==> src/hdl/ppmfd_pkg.sv <==
// Shared constants and types for the PPM frame decoder.
package ppmfd_pkg;

  // Number of channel slots in one frame (1 to 8, so each slot has its own CHAN_W-bit channel number).
  localparam int CHANNELS = 8;

  localparam int PHASE_W = 4;
  localparam int FAST_W  = 16;
  localparam int SLOW_W  = 8;
  localparam int CHAN_W  = 3;
  localparam int CFG_ADDR_W = 2;
  localparam int CFG_DATA_W = 16;

  localparam int IN_DATA_W  = 24;
  localparam int OUT_DATA_W = 24;

  // Phase value of the last channel slot.
  localparam logic [PHASE_W-1:0] LAST_PHASE = PHASE_W'(CHANNELS);
  localparam logic [PHASE_W-1:0] PHASE_HUNT = '0;

  // Configuration register indexes.
  typedef enum logic [CFG_ADDR_W-1:0] {
    REG_SYNC_GAP_MIN = 2'd0,
    REG_SYNC_GAP_MAX = 2'd1,
    REG_PULSE_MIN    = 2'd2,
    REG_PULSE_MAX    = 2'd3
  } cfg_reg_t;

  // Configuration reset values.
  localparam logic [SLOW_W-1:0] SYNC_GAP_MIN_RST = 8'd109;
  localparam logic [SLOW_W-1:0] SYNC_GAP_MAX_RST = 8'd255;
  localparam logic [FAST_W-1:0] PULSE_MIN_RST    = 16'd14400;
  localparam logic [FAST_W-1:0] PULSE_MAX_RST    = 16'd35200;

  // Per-edge status flags, pulse_stored in the lowest bit.
  typedef struct packed {
    logic frame_error;
    logic frame_complete;
    logic sync_seen;
    logic pulse_stored;
  } ppm_flags_t;

endpackage

==> src/hdl/ppm_frame_decoder_core.sv <==
// PPM frame decoder: timestamps of capture edges in, per-edge decode status out.
//
// The decoder takes one capture edge per request on the slave stream and returns
// exactly one result per edge on the master stream, in order. The width and the
// sync/data decision are formed by compare logic directly from the incoming
// timestamps and the decoder state, and land in a single output register on
// acceptance. The output register frees itself in the same cycle it is taken, so
// with the master side always ready a new edge is accepted every cycle; s_tready
// drops only while a result waits. While hunting, an edge is a sync when the
// wrapping slow-time gap since the sync mark, set by the previous hunting edge
// or by the edge that ended the last frame, lies strictly between sync_gap_min
// and sync_gap_max. After a sync, each pulse width inside [pulse_min, pulse_max]
// is reported as a stored channel; the last channel raises frame_complete and a
// width outside the bounds raises frame_error, and both send the decoder back to
// hunting. Configuration registers are written through cfg_we/cfg_addr/cfg_data
// and must only be changed while no edge is in flight.
module ppm_frame_decoder_core (
  input  logic clk,
  input  logic rst,
  // Configuration write port.
  input  logic                                  cfg_we,
  input  logic [ppmfd_pkg::CFG_ADDR_W-1:0]      cfg_addr,
  input  logic [ppmfd_pkg::CFG_DATA_W-1:0]      cfg_data,
  // Capture edge stream.
  input  logic                                  s_tvalid,
  output logic                                  s_tready,
  // s_tdata: capture_time [15:0], slow_time [23:16].
  input  logic [ppmfd_pkg::IN_DATA_W-1:0]       s_tdata,
  // Decode result stream.
  output logic                                  m_tvalid,
  input  logic                                  m_tready,
  // m_tdata: channel [2:0], pulse_width [18:3], zero [23:19].
  output logic [ppmfd_pkg::OUT_DATA_W-1:0]      m_tdata,
  // m_tuser: pulse_stored [0], sync_seen [1], frame_complete [2], frame_error [3].
  output ppmfd_pkg::ppm_flags_t                 m_tuser
);
  import ppmfd_pkg::*;

  // Configuration registers.
  logic [SLOW_W-1:0] sync_gap_min;
  logic [SLOW_W-1:0] sync_gap_max;
  logic [FAST_W-1:0] pulse_min;
  logic [FAST_W-1:0] pulse_max;

  // Decoder state.
  logic [FAST_W-1:0]  prev_capture;
  logic [PHASE_W-1:0] phase;
  logic [SLOW_W-1:0]  sync_mark;
  logic [PHASE_W-1:0] phase_next;
  logic [SLOW_W-1:0]  sync_mark_next;

  // Output register contents.
  logic [CHAN_W-1:0]  out_channel;
  logic [FAST_W-1:0]  out_width;

  logic [FAST_W-1:0]  now_time;
  logic [SLOW_W-1:0]  slow_now;
  logic [FAST_W-1:0]  width;
  logic [SLOW_W-1:0]  gap;
  logic [PHASE_W-1:0] slot;
  logic [CHAN_W-1:0]  chan;
  ppm_flags_t         flags;
  logic               accept;

  assign now_time = s_tdata[FAST_W-1:0];
  assign slow_now = s_tdata[FAST_W +: SLOW_W];

  // The output register can load whenever it is empty or being emptied.
  assign s_tready = !m_tvalid || m_tready;
  assign accept   = s_tvalid && s_tready;

  assign width = now_time - prev_capture;
  assign gap   = slow_now - sync_mark;
  assign slot  = phase - PHASE_W'(1);

  // Sync hunt, range check and channel advance for the current edge.
  always_comb begin
    phase_next     = phase;
    sync_mark_next = sync_mark;
    flags          = '0;
    chan           = '0;
    if (phase == PHASE_HUNT) begin
      // Every hunting edge becomes the new reference for the gap.
      sync_mark_next = slow_now;
      if (gap > sync_gap_min && gap < sync_gap_max) begin
        phase_next      = PHASE_W'(1);
        flags.sync_seen = 1'b1;
      end
    end else if (width > pulse_max || width < pulse_min) begin
      flags.frame_error = 1'b1;
      phase_next        = PHASE_HUNT;
      sync_mark_next    = slow_now;
    end else begin
      flags.pulse_stored = 1'b1;
      chan               = slot[CHAN_W-1:0];
      if (phase >= LAST_PHASE) begin
        // Last slot of the frame: report it and go back to hunting.
        flags.frame_complete = 1'b1;
        phase_next           = PHASE_HUNT;
        sync_mark_next       = slow_now;
      end else begin
        phase_next = phase + PHASE_W'(1);
      end
    end
  end

  // Configuration registers.
  always_ff @(posedge clk) begin
    if (rst) begin
      sync_gap_min <= SYNC_GAP_MIN_RST;
      sync_gap_max <= SYNC_GAP_MAX_RST;
      pulse_min    <= PULSE_MIN_RST;
      pulse_max    <= PULSE_MAX_RST;
    end else if (cfg_we) begin
      case (cfg_reg_t'(cfg_addr))
        REG_SYNC_GAP_MIN: sync_gap_min <= cfg_data[SLOW_W-1:0];
        REG_SYNC_GAP_MAX: sync_gap_max <= cfg_data[SLOW_W-1:0];
        REG_PULSE_MIN:    pulse_min    <= cfg_data;
        REG_PULSE_MAX:    pulse_max    <= cfg_data;
        default: ;
      endcase
    end
  end

  // Decoder state, updated once per accepted edge.
  always_ff @(posedge clk) begin
    if (rst) begin
      prev_capture <= '0;
      phase        <= PHASE_HUNT;
      sync_mark    <= '0;
    end else if (accept) begin
      prev_capture <= now_time;
      phase        <= phase_next;
      sync_mark    <= sync_mark_next;
    end
  end

  // Result register.
  always_ff @(posedge clk) begin
    if (rst) begin
      m_tvalid <= 1'b0;
    end else if (accept) begin
      m_tvalid <= 1'b1;
    end else if (m_tready) begin
      m_tvalid <= 1'b0;
    end
  end

  always_ff @(posedge clk) begin
    if (accept) begin
      out_channel <= chan;
      out_width   <= width;
      m_tuser     <= flags;
    end
  end

  assign m_tdata = {(OUT_DATA_W - CHAN_W - FAST_W)'(0), out_width, out_channel};

endmodule

==> config.mk <==
export PLATFORM = sky130hd
export DESIGN_NAME = ppm_frame_decoder_core
export DESIGN_NICKNAME = d
export VERILOG_FILES = /design/src/hdl/ppmfd_pkg.sv /design/src/hdl/ppm_frame_decoder_core.sv
export SDC_FILE = /design/constraint.sdc
export NUM_CORES = 1
export LEC_CHECK = 0
export ABC_AREA = 1
export BUFFER_PORTS_ARGS = -buffer_cell sky130_fd_sc_hd__buf_2
export CORE_MARGIN = 2
export CORE_UTILIZATION = 45
export CTS_BUF_LIST = sky130_fd_sc_hd__clkbuf_2
export DETAILED_ROUTE_END_ITERATION = 8
export PLACE_DENSITY = 0.77
export SLEW_MARGIN = 20
export SYNTH_ARGS = -nofsm -noshare
export SYNTH_HDL_FRONTEND = slang
export SYNTH_SLANG_ARGS = --single-unit
==> constraint.sdc <==
create_clock -name clk -period 2.8 [get_ports clk]
set_input_delay 0.14 -clock clk [delete_from_list [all_inputs] [get_ports clk]]
set_output_delay 0.14 -clock clk [all_outputs]
set_load 0.01 [all_outputs]
# Yosys cells after proc, flatten, opt, wreduce, memory -nomap -nowiden
# Cells that the tools add are included.
[totals] regBits=100 in_bits=47 output_inout_bits=30 word_cells=56
[classes] addsub=4 magnitude_cmp=5 eq_ne=4 mux=13 reduce_logical=16
[ops] operator="$mux 8" n=3
[ops] operator="$gt 16x16->1" n=1
[ops] operator="$lt 16x16->1" n=1
[ops] operator="$mux 4" n=4
[ops] operator="$sub 16x16->16" n=1
[ops] operator="$reduce_and 2->1" n=6
[ops] operator="$gt 8x8->1" n=1
[ops] operator="$lt 8x8->1" n=1
[ops] operator="$sub 8x8->8" n=1
[ops] operator="$mux 1" n=6
[ops] operator="$add 4x1->4 const B" n=1
[ops] operator="$eq 2x2->1 const B" n=2
[ops] operator="$ge 4x4->1 const B" n=1
[ops] operator="$logic_not 4->1" n=1
[ops] operator="$reduce_bool 3->1" n=1
[ops] operator="$sub 3x1->3 const B" n=1
[ops] operator="$eq 2x1->1 const B" n=1
[ops] operator="$logic_and 1x1->1" n=2
[ops] operator="$logic_not 2->1" n=1
[ops] operator="$logic_or 1x1->1" n=2
[ops] operator="$ne 2x1->1 const B" n=1
[ops] operator="$reduce_bool 2->1" n=1
[ops] operator="$reduce_or 2->1" n=1
[ops] operator="$logic_not 1->1" n=1

# Depth between registers and ports, before layout
# Gate-level depths: netlist (run 1).
[logic_depth] ltp_word=5 depth_mapped=24 ltp_nobuf=24

# Least setup slack after synthesis (run 1)
# No wires, ideal clock.
[synth_timing] path_kind="register to register" start="reg prev_capture[0]" end="reg out_channel[2], data pin" setup_time_ns=0.258 arrival_ns=2.697 t_required_ns=2.542 path_slack_ns=-0.155 stages_incl_launch_ff=20 path_buffers=0 synth_period_minus_slack_ns=2.955 path_cell_list="dfxtp_1 -> ha_1 -> inv_1 -> fa_1 -> nand3_1 -> nand2_1 -> a31oi_1 -> o21ai_0 -> a21oi_1 -> xnor2_1 -> ha_1 -> nand2_1 -> o21bai_1 -> a21oi_1 -> nor2_1 -> nand2_4 -> nand2_2 -> nor2_4 -> inv_1 -> a21oi_1"
[synth_via] elab_chain_cells=4 elab_cells_between_ends=5 cone_classes="add/sub (1); order compare (2); reduce/logical (2)"
[synth_rtl] item="start: declaration" line="ppm_frame_decoder_core.sv:46" rtl="logic [FAST_W-1:0] prev_capture;"
[synth_rtl] item="start signal: assignment" line="ppm_frame_decoder_core.sv:132" rtl="prev_capture <= now_time;"
[synth_rtl] item="$sub 16x16->16 *" line="ppm_frame_decoder_core.sv:72" rtl="assign width = now_time - prev_capture;"
[synth_rtl] item="via width[10]" line="ppm_frame_decoder_core.sv:58" rtl="logic [FAST_W-1:0] width;"
[synth_rtl] item="$gt 16x16->1 / $lt 16x16->1 (equally long branches)" line="ppm_frame_decoder_core.sv:89" rtl="end else if (width > pulse_max || width < pulse_min) begin"
[synth_rtl] item="$logic_or 1x1->1 *" line="ppm_frame_decoder_core.sv:89"
[synth_rtl] item="$reduce_or 2->1 (no line) *"
[synth_rtl] item="end signal: assignment" line="ppm_frame_decoder_core.sv:151" rtl="out_channel <= chan;"
[synth_rtl] item="end: declaration" line="ppm_frame_decoder_core.sv:53" rtl="logic [CHAN_W-1:0] out_channel;"
# Mark *: on every way through the listed nets, which the timed path passes. The rest lies on a longest branch.
# A chain may end at the register's enable or synchronous reset.

# Worst setup path after layout (run 1)
[layout_timing] start="reg prev_capture[5]" end="reg sync_mark[2]"
[layout_via] elab_chain_cells=5 elab_cells_between_ends=8 cone_classes="add/sub (1); order compare (2); mux (2); reduce/logical (3)"
[layout_rtl] item="$sub 16x16->16 *" line="ppm_frame_decoder_core.sv:72"
[layout_rtl] item="via width[15]" line="ppm_frame_decoder_core.sv:58"
[layout_rtl] item="$gt 16x16->1 / $lt 16x16->1 (equally long branches)" line="ppm_frame_decoder_core.sv:89"
[layout_rtl] item="$logic_or 1x1->1 *" line="ppm_frame_decoder_core.sv:89"
[layout_rtl] item="$reduce_bool 3->1 (no line) / $mux 8 (equally long branches)"
[layout_rtl] item="$reduce_and 2->1 (no line) / $mux 8 (equally long branches)"
[layout_rtl] item="end signal: assignment" line="ppm_frame_decoder_core.sv:134" rtl="sync_mark <= sync_mark_next;"
[layout_rtl] item="end: declaration" line="ppm_frame_decoder_core.sv:48" rtl="logic [SLOW_W-1:0] sync_mark;"
# Marked as above.

==> results.md, run 1 <==
* Status: finished, violations left
* Failing checks: setup timing
* Routed met2 length at 7700 um
* Drt pass-1 iters at 5
* Via-to-Cell Ratio at 5.03
* Vias in the first global route at 5173
* Total Die Area at 0.0137 sq mm
* Final WS setup at -0.410 ns
* Initial antenna violation count at 0
* Gpl congestion at 0.868
* Post-route ant nets at 0
* Gr ovfl total at 0
* DRT iter0 DRCs at 366
* Netlist Area Pre-Place at 0.00574 sq mm
* Place WS at -0.408 ns
* Worst relative slew slack at 33.4%
* Slew @ Worst Pin at 0.994 ns
* Chip width at 117 um
* Worst setup startpoint: prev_capture[5]$_SDFFE_PP0P_
* CTS tree: done
* Hold EP: out_width[1]$_DFFE_PP_
* R2R cell count at 21
* Peak supply drop at 0.000304 V
* Drt wl/cell at 14.1 um
* DP HPWL at 10000 um
* Final core utilization at 63.2%
* I/O Buffers at 71
* CTS root buffer: clkbuf_2
* Starting Density at 45.9%
* Critical path peak fanout at 8
* DR top layer: met4
* Fmax at 312 MHz
* Seq/Total Area, Yosys at 38.9%
* First-pass GRT wire length at 24100 um
* Synth Warn # at 0
* Final TNS setup at -5.73 ns
* # H-tree levels at 3
* Via count at 5426
* Worst setup SP type: flip-flop
* Kind of critical path: flip-flop to flip-flop
* Layout cells sized above 1 at 28.5%
* CP endpoint kind: flip-flop
* Flops & latches, synth at 100
* Worst-path clk slew at 0.28 ns
* Critical path's largest stage delay at 0.36 ns
* Fin. Hold Viols at 0
* Final Max Tran Viols at 0
* PD cells at 568 mW/mm^2
* Max Cap Viol at 0
* Most used cell, CP: nand2_1
* Total wire length at 15200 um
* Req. time, crit path at 3.34 ns
* Max Buffers Root-to-Sink at 2
* Hold_sp: s_tdata[1]
* Leak pwr at 3.68 nW
* RSZ-0062 raised after global routing: yes
* N_diodes at 0
* Area Growth Syn to Fin at 37.7%
* Min-Delay Path Depth at 3
* Most common flop cell mapped by yosys: dfxtp_1
* DRC viols at 0
* CP arrival at 3.75 ns
* WL met3 at 699 um
* Min-Delay Path Class: primary input to flip-flop
* Cts bufs inserted at 9
* Crit path cell chain: inv_1 > ha_4 > nand2_1 > inv_1 > nand2_1 > nand2_1 > nand2_1 > nand3_2 > nand4_1 > nand3_1 > xor2_2 > buf_4 > ha_4 > nand4_1 > nor3_2 > nand2_2 > nand2_4 > nand4_4 > nand3_2 > nand2_1 > nor2_1
* Final setup fails at 18
* Sink Count at 100
* R2R Path Start: prev_capture[5]$_SDFFE_PP0P_
* Slowest CP cell: dfxtp_1
* Num rows at 41
* Die height at 117 um
* Largest net degree at the start of global routing at 72
* Post-Synthesis Cells at 709
* Tot GR Track Use at 22.4%
* Avg Cell Area, Syn at 8.10 sq um
* Io pins at 77
* M1 WL at 6490 um
* Tcrit/Tclk final at 115%
* Fill count at 1009
* Netlist cell types at 40
* Period minus WS final at 3.21 ns
* Setup Skew at 0.0357 ns
* Fraction of registers with async set/reset at 0%
* Fin nets at 1020
* Number of flops mapped to enable cells by yosys at 23
* Worst r2r dst: sync_mark[2]$_SDFFE_PP0P_
* R2R Setup Slk at -0.41 ns
* Clock Latency Late Sink at 0.61 ns
* Core ar. at 0.0125 sq mm
## kinds of logic (layout without fill, tap and decap cells)
| logic type | Yosys count | in the layout | share of synthesized area, % |
|---|---|---|---|
| and+or+nand+nor | 196 | 197 | 15.4 |
| AOI/OAI and AO/OA | 174 | 174 | 16.2 |
| buffers and inverters | 145 | 337 | 10.3 |
| DFF | 100 | 100 | 38.9 |
| adders and majority gates | 72 | 72 | 15.9 |
| xor gates and xnor gates | 21 | 21 | 3.20 |
| other | 1 | 5 | 0.0653 |
## where the power goes
group | internal, mW | switching (mW)
clock | 0.307 | 0.478
combinational | 0.890 | 1.12
sequential | 1.65 | 0.0503
## final cells by class
| class | instances | area, sq um | share of cell area [%] |
|---|---|---|---|
| multi-input combinational | 469 | 3390 | 42.9 |
| sequential | 100 | 2240 | 28.3 |
| timing repair buffer | 199 | 1470 | 18.5 |
| inverter | 122 | 460 | 5.82 |
| tap | 172 | 215 | 2.72 |
| clock inverter | 4 | 73.8 | 0.933 |
| clock buffer | 12 | 60.1 | 0.759 |
## state kept, by name, indices dropped and copies added, names as in the netlist
name	flops
m_tuser	4
m_tvalid	1
out_channel	3
out_width	16
phase	4
prev_capture	16
pulse_max	16
pulse_min	16
sync_gap_max	8
sync_gap_min	8
sync_mark	8
## layout by cell type, fill, tap and decap left out, types with 28 or more instances in the layout
cell / instances
inv_1: 113
nand2_1: 106
a21oi_1: 78
buf_2: 71
dfxtp_1: 71
buf_4: 69
ha_1: 59
dlygate4sd3_1: 58
o21ai_0: 35
nor2_1: 28
## how the worst max path moves through the flow
stage          slack, ns                   endpoint
2_1_floorplan      -0.06  sync_mark[0]$_SDFFE_PP0P_
3_3_place_gp       -0.35  sync_mark[2]$_SDFFE_PP0P_
3_5_place_dp       -0.41  sync_mark[2]$_SDFFE_PP0P_
4_1_cts            -0.27  sync_mark[2]$_SDFFE_PP0P_
5_1_grt            -0.55  sync_mark[3]$_SDFFE_PP0P_
6_report           -0.41  sync_mark[2]$_SDFFE_PP0P_
## synth_stat cells (4+ instances only)
library cell,count,share of area (%)
clkbuf_1,9,0.59
edfxtp_1,23,12
nor2_1,36,2.4
a21oi_1,94,8.2
nand3_1,24,2.1
o21ai_1,16,1.4
dfxtp_1,77,27
inv_2,4,0.26
buf_2,5,0.44
inv_1,117,7.6
buf_4,6,0.78
o211ai_1,16,2.1
o21ai_0,39,3.4
ha_1,70,15
nand2_1,113,7.4
xor2_1,13,2.0
xnor2_1,8,1.2
nand4_1,5,0.54
## critical path: cells and delay by family (launching register included)
kind                       cells  cell delay (ns)
and+or+nand+nor               15             1.74
buffers and inverters          3             0.35
DFF                            1             0.36
adders and majority gates      2             0.50
xor gates and xnor gates       1             0.20
## through the flow
stage	total power [mW]	std cells	hold slack, ns	cell area [sq um]
finish	4.49	1078	0.106	7910
global route	4.80	1078	0.0621	7910
floorplan	2.79	713	0.209	5810
detailed placement	3.37	1000	0.378	6750
global placement	3.32	1000	0.371	6750
CTS	4.33	1075	0.0714	7730
## metal layers
layer	up-vias	track usage, %
met4	0	5.33
li1	2708	-
met5	-	0
met3	27	5.20
met2	139	39.9
met1	2552	27.4
## timing repair
| item | 4_1_cts | 5_1_grt |
|---|---|---|
| pin swaps | 21 | 14 |
| resized for setup | 44 | 35 |
| endpoints found under the setup margin | 19 | 19 |
| gates cloned | 1 | 0 |
| buffers inserted | 0 | 3 |
| hold endpoints to repair | 74 | 0 |
| hold buffers | 58 | 0 |
No activity file was read; power rests on OpenSTA's default activity.
==> run 2, diff against run 1 <==
--- a/config.mk
+++ b/config.mk
@@ -6,12 +6,13 @@
 export NUM_CORES = 1
 export LEC_CHECK = 0
 export ABC_AREA = 1
-export BUFFER_PORTS_ARGS = -buffer_cell sky130_fd_sc_hd__buf_2
+export BUFFER_PORTS_ARGS = -buffer_cell sky130_fd_sc_hd__buf_4
 export CORE_MARGIN = 2
 export CORE_UTILIZATION = 45
 export CTS_BUF_LIST = sky130_fd_sc_hd__clkbuf_2
 export DETAILED_ROUTE_END_ITERATION = 8
 export PLACE_DENSITY = 0.77
+export SKIP_LAST_GASP = 1
 export SLEW_MARGIN = 20
 export SYNTH_ARGS = -nofsm -noshare
 export SYNTH_HDL_FRONTEND = slang
==> run 2 against run 1 <==
Fmax fell by 0.30%. Setup slack got worse by 0.0097 ns. Largest cell class unchanged. Wire length rose by 1.2%. Clock-buffer cell count did not move. Hold slack barely moved. Flip-flop and latch count did not move. Sequential power barely moved. Largest power group unchanged. Critical endpoint is now sync_mark[5]$_SDFFE_PP0P_. Non-clock buffer count rose by 7. Die area did not move. The flow still finishes with violations (setup timing). Cell area rose by 3.3%.
==> results.md, run 2 (same netlist as run 1, synthesis figures left out) <==
* Fin nets at 1027
* Num rows at 41
* Setup Skew at 0.0329 ns
* # H-tree levels at 3
* Req. time, crit path at 3.31 ns
* Min-Delay Path Depth at 4
* R2R Path Start: prev_capture[10]$_SDFFE_PP0P_
* Largest net degree at the start of global routing at 59
* Design Power at 4.59 mW
* Initial antenna violation count at 0
* Peak supply drop at 0.000276 V
* Clock share of power at 17.4%
* Final setup fails at 18
* Drt wl/cell at 14.1 um
* Most common cell after layout, fill and taps aside: buf_4
* R2R Setup Slk at -0.42 ns
* Status: finished, violations left
* CP arrival at 3.73 ns
* Final Max Tran Viols at 0
* Kind of critical path: flip-flop to flip-flop
* P_sw at 1.66 mW
* Core ar. at 0.0125 sq mm
* DRC viols at 0
* Chip width at 117 um
* I/O Buffers at 71
* Fin. Hold Viols at 0
* CTS root buffer: clkbuf_2
* Sw frac at 36.3%
* RSZ-0062 raised after global routing: yes
* Min-Delay Path Class: primary input to flip-flop
* Clock Latency Late Sink at 0.58 ns
* Worst relative slew slack at 31.1%
* Gpl congestion at 0.888
* Tot GR Track Use at 22.2%
* R2R cell count at 20
* Period minus WS final at 3.22 ns
* Post-route ant nets at 0
* Worst-path clk slew at 0.26 ns
* Slew @ Worst Pin at 1.03 ns
* Cts bufs inserted at 9
* Hold slack final at 0.107 ns
* Layout cells sized above 1 at 29.2%
* Vias in the first global route at 5273
* First-pass GRT wire length at 24000 um
* Drt pass-1 iters at 5
* Final WS setup at -0.420 ns
* Die height at 117 um
* Gr ovfl total at 0
* Flop pwr share at 37.1%
* Max Buffers Root-to-Sink at 2
* Commonest non-fill, non-tap cells in the layout: 139 x buf_4, 111 x inv_1, 106 x nand2_1, 72 x a21oi_1, 67 x dfxtp_1
* Total Die Area at 0.0137 sq mm
* Via-to-Cell Ratio at 5.01
* Via count at 5432
* Max Cap Viol at 0
* Cell Int Power at 2.92 mW
* Hold_sp: s_tdata[0]
* CTS tree: done
* Worst r2r dst: sync_mark[5]$_SDFFE_PP0P_
* DP HPWL at 9910 um
* Io pins at 77
* Failing checks: setup timing
* N_diodes at 0
* PD cells at 561 mW/mm^2
* DRT iter0 DRCs at 408
* Total wire length at 15400 um
* Hold EP: out_width[0]$_DFFE_PP_
* Fmax at 311 MHz
* Comb pwr share at 45.5%
* Critical path peak fanout at 8
* Tcrit/Tclk final at 115%
* Leak pwr at 3.76 nW
* Area Growth Syn to Fin at 42.3%
* Worst setup SP type: flip-flop
* Sink Count at 100
* Starting Density at 45.9%
* CP endpoint kind: flip-flop
run 2: cell types whose count changed in the layout (fill, tap and decap cells not counted), moves of 4 or more:
cell / change
a21oi_2: +6
buf_4: +70
buf_2: -71
a21oi_1: -6
dfxtp_2: +4
dlygate4sd3_1: +6
dfxtp_1: -4
run 2: timing repair:
action                     in CTS  in global routing
setup endpoints to repair      19                 19
hold buffers                   63                  1
pin swaps                      27                 32
setup buffers                   4                  4
cloned                          1                  0
hold endpoints to repair       74                  1
gates resized for setup        35                 54
run 2: layer usage:
metal  part of all wire [%]  GRT usage (%)
met1                     43           27.8
met3                    4.3           3.19
met2                     50           38.6
met5                      0              0
met4                    2.4           9.25
run 2: worst max-delay path, stage by stage, from the launching register on:
cell and delay (ns):
dfxtp_1 0.37, inv_1 0.05, ha_1 0.32, buf_4 0.16
nand2_2 0.08, nor2_2 0.13, nand2_1 0.09, o2111ai_2 0.10
nand2_1 0.12, nand2_2 0.14, xor2_4 0.29, ha_4 0.26
nand2_2 0.09, o21ai_0 0.10, a21oi_1 0.12, nand2_1 0.10
nand2_4 0.13, nand4_4 0.21, nand3_2 0.14, nand2_2 0.05
nor2_1 0.11
run 2: worst max-delay path by stage:
stage,startpoint,end,slack (ns)
finish,prev_capture[10]$_SDFFE_PP0P_,sync_mark[5]$_SDFFE_PP0P_,-0.42
global route,prev_capture[10]$_SDFFE_PP0P_,sync_mark[5]$_SDFFE_PP0P_,-0.62
CTS,prev_capture[0]$_SDFFE_PP0P_,sync_mark[5]$_SDFFE_PP0P_,-0.27
detailed placement,s_tdata[0],sync_mark[5]$_SDFFE_PP0P_,-0.39
global placement,s_tdata[0],sync_mark[7]$_SDFFE_PP0P_,-0.36
floorplan,prev_capture[0]$_SDFFE_PP0P_,sync_mark[0]$_SDFFE_PP0P_,-0.06
run 2: final cells by class:
type | count | area [sq um]
fill | 1001 | 4350
multi-input combinational | 469 | 3390
sequential | 100 | 2240
timing repair buffer | 206 | 1730
inverter | 122 | 460
tap | 172 | 215
clock inverter | 4 | 75.1
clock buffer | 12 | 60.1
run 2: through the flow:
step / utilization, % / cells / setup TNS, ns / worst slack [ns] / area (sq um)
after floorplan: - / 713 / -0.490 / -0.0600 / 5810
after detailed placement: 55.2 / 996 / -5.56 / -0.386 / 6910
final: 65.3 / 1085 / -5.96 / -0.420 / 8170
after CTS: 63.2 / 1080 / -4.01 / -0.271 / 7910
after global routing: 65.3 / 1085 / -8.74 / -0.620 / 8170
after global placement: 55.2 / 996 / -5.27 / -0.362 / 6910
run 2: power groups by stage:
| stage | combinational (mW) | clock [mW] | sequential (mW) |
|---|---|---|---|
| final | 2.08 | 0.798 | 1.70 |
| after global routing | 2.31 | 0.863 | 1.72 |
| after CTS | 1.88 | 0.809 | 1.70 |
| after detailed placement | 1.68 | 0 | 1.73 |
| after global placement | 1.64 | 0 | 1.73 |
| after floorplan | 1.04 | 0 | 1.75 |
==> run 3, diff against run 2 <==
--- a/config.mk
+++ b/config.mk
@@ -11,7 +11,7 @@
 export CORE_UTILIZATION = 45
 export CTS_BUF_LIST = sky130_fd_sc_hd__clkbuf_2
 export DETAILED_ROUTE_END_ITERATION = 8
-export PLACE_DENSITY = 0.77
+export PLACE_DENSITY = 0.75
 export SKIP_LAST_GASP = 1
 export SLEW_MARGIN = 20
 export SYNTH_ARGS = -nofsm -noshare
==> constraint.sdc (replaced) <==
create_clock -name clk -period 3.5 [get_ports clk]
set_input_delay 0.175 -clock clk [delete_from_list [all_inputs] [get_ports clk]]
set_output_delay 0.175 -clock clk [all_outputs]
set_load 0.01 [all_outputs]
==> run 3 against run 2 <==
Critical endpoint is now sync_mark[0]$_SDFFE_PP0P_. Wire length is 13% lower. Critical path type is now primary input to flip-flop. Global-route usage is 1.9 points lower. The run now ends clean. Largest cell class unchanged. Highest routed layer unchanged. Clock skew is 0.00062 ns lower.
==> results.md, run 3 (same netlist as run 1, synthesis figures left out) <==
* Vias in the first global route at 4638
* Worst-path clk slew at 0.26 ns
* Comb pwr share at 40.9%
* DP HPWL at 9580 um
* Post-route ant nets at 0
* P_sw at 1.16 mW
* DRT iter0 DRCs at 247
* Design Area, Final at 0.00711 sq mm
* Fill count at 1163
* Max Buffers Root-to-Sink at 2
* Hold_sp: s_tvalid
* Min-Delay Path Depth at 5
* R2R Setup Slk at 0.26 ns
* Fin nets at 952
* Clock Latency Late Sink at 0.58 ns
* Peak supply drop at 0.000201 V
* Worst setup SP type: primary input
* Via count at 4919
* Gr ovfl total at 0
* CTS root buffer: clkbuf_2
* N_diodes at 0
* Area Growth Syn to Fin at 23.8%
* Io pins at 77
* Kind of critical path: primary input to flip-flop
* Fin. Hold Viols at 0
* First-pass GRT wire length at 21600 um
* Placed instance area at 0.00642 sq mm
* Sw frac at 37.7%
* Tot GR Track Use at 20.3%
* CP endpoint kind: flip-flop
* R2R cell count at 18
* Starting Density at 45.9%
* CP arrival at 3.77 ns
* Drt wl/cell at 13.2 um
* Worst relative slew slack at 34.3%
* Final TNS setup at 0 ns
* DRC viols at 0
* Total wire length at 13300 um
* Final Max Tran Viols at 0
* Layout cells sized above 1 at 14.1%
* Slew @ Worst Pin at 0.981 ns
* Final setup fails at 0
* Via-to-Cell Ratio at 4.87
* Tcrit/Tclk final at 93.2%
* I/O Buffers at 71
* Largest net degree at the start of global routing at 34
* Initial antenna violation count at 0
* Die height at 117 um
* Cell Int Power at 1.92 mW
* Total Die Area at 0.0137 sq mm
* Max Cap Viol at 0
* Drt pass-1 iters at 4
* Chip width at 117 um
* Period minus WS final at 3.26 ns
* R2R Path Start: prev_capture[2]$_SDFFE_PP0P_
* Min-Delay Path Class: primary input to flip-flop
* Most common cell after layout, fill and taps aside: inv_1
* PD cells at 434 mW/mm^2
* Req. time, crit path at 4.01 ns
* Cts bufs inserted at 9
* CTS tree: done
* Core ar. at 0.0125 sq mm
* Leak pwr at 3.33 nW
* Fmax at 307 MHz
* Worst r2r dst: out_channel[2]$_SDFFCE_PP0P_
* Num rows at 41
* Status: completed
* Gpl congestion at 0.916
* Flop pwr share at 44.0%
* Critical path peak fanout at 8
* Hold EP: phase[3]$_SDFFE_PP0P_
* Clock share of power at 15.1%
* Sink Count at 100
* Commonest non-fill, non-tap cells in the layout: 117 x inv_1, 112 x nand2_1, 94 x a21oi_1, 77 x buf_4, 77 x dfxtp_1
* # H-tree levels at 3
* Setup Skew at 0.0323 ns
run 3: changes by cell type in the layout (fill, tap and decap cells not counted), moves of 9 or more:
cell           change
a21oi_1           +22
a21oi_2           -22
buf_4             -62
dfxtp_1           +10
dfxtp_2           -10
dlygate4sd3_1     -10
ha_1              +10
ha_4              -10
nand3_1            +9
nand3_2            -9
run 3: area by class of cell:
| type | count | area [sq um] | area share, % |
|---|---|---|---|
| Multi-Input combinational cell | 469 | 3010 | 42.3 |
| Sequential cell | 100 | 2230 | 31.4 |
| Timing Repair Buffer | 131 | 1120 | 15.7 |
| Inverter | 122 | 458 | 6.44 |
| Tap cell | 172 | 215 | 3.03 |
| Clock buffer | 9 | 45.0 | 0.634 |
| Clock inverter | 7 | 33.8 | 0.475 |
run 3: power groups by stage:
stage | Clock [mW] | Sequential, mW | Combinational (mW)
after detailed placement | 0 | 1.38 | 1.17
after global placement | 0 | 1.38 | 1.14
final | 0.466 | 1.36 | 1.26
after CTS | 0.480 | 1.36 | 1.22
after floorplan | 0 | 1.40 | 0.812
after global routing | 0.531 | 1.37 | 1.44
run 3: how the worst max path moves through the flow:
stage | from | endpoint | slack, ns | cells after the start
final | s_tdata[0] | sync_mark[0]$_SDFFE_PP0P_ | 0.24 | 23
after global routing | prev_capture[4]$_SDFFE_PP0P_ | out_channel[2]$_SDFFCE_PP0P_ | -0.02 | 22
after CTS | prev_capture[0]$_SDFFE_PP0P_ | sync_mark[0]$_SDFFE_PP0P_ | 0.17 | 19
after detailed placement | s_tdata[0] | sync_mark[0]$_SDFFE_PP0P_ | 0.13 | 21
after global placement | s_tdata[0] | out_channel[2]$_SDFFCE_PP0P_ | 0.20 | 21
after floorplan | prev_capture[0]$_SDFFE_PP0P_ | out_channel[2]$_SDFFCE_PP0P_ | 0.54 | 19
run 3: layer usage:
metal,up-vias,part of all wire [%],GRT usage [%]
met5,-,0,0
met4,0,2.4,6.20
met3,25,4.0,4.63
met2,103,50,35.9
met1,2202,44,24.7
li1,2589,-,-
run 3: metrics by stage:
| stage | cells | util (%) | power, mW | setup WS (ns) | hold WS [ns] |
|---|---|---|---|---|---|
| floorplan | 713 | - | 2.21 | 0.545 | 0.244 |
| global placement | 939 | 51.3 | 2.52 | 0.197 | 0.405 |
| detailed placement | 939 | 51.3 | 2.55 | 0.133 | 0.410 |
| CTS | 1009 | 56.2 | 3.06 | 0.169 | 0.0292 |
| global route | 1010 | 56.8 | 3.34 | -0.0156 | 0.0335 |
| finish | 1010 | 56.8 | 3.09 | 0.238 | 0.0787 |
run 3: critical path, cell delays in order:
cell and delay (ns):
dlygate4sd3_1 0.55, buf_4 0.13, inv_1 0.10, ha_1 0.15
inv_1 0.05, fa_1 0.41, nand3_1 0.12, nand2_2 0.10
nand3_1 0.10, o2111ai_1 0.15, nand2_1 0.09, nand2_1 0.06
xor2_1 0.15, buf_4 0.14, ha_1 0.29, nand4_1 0.15
nor3_2 0.16, nand2_1 0.11, nand2_4 0.11, nand4_4 0.17
nand3_1 0.11, nand2_1 0.07, nor2_1 0.11
run 3: timing repair:
item / CTS / global route
endpoints found under the hold margin: 74 / 0
buffers inserted: 0 / 0
endpoints found under the setup margin: 0 / 16
resized for setup: 0 / 12
hold buffers: 54 / 0
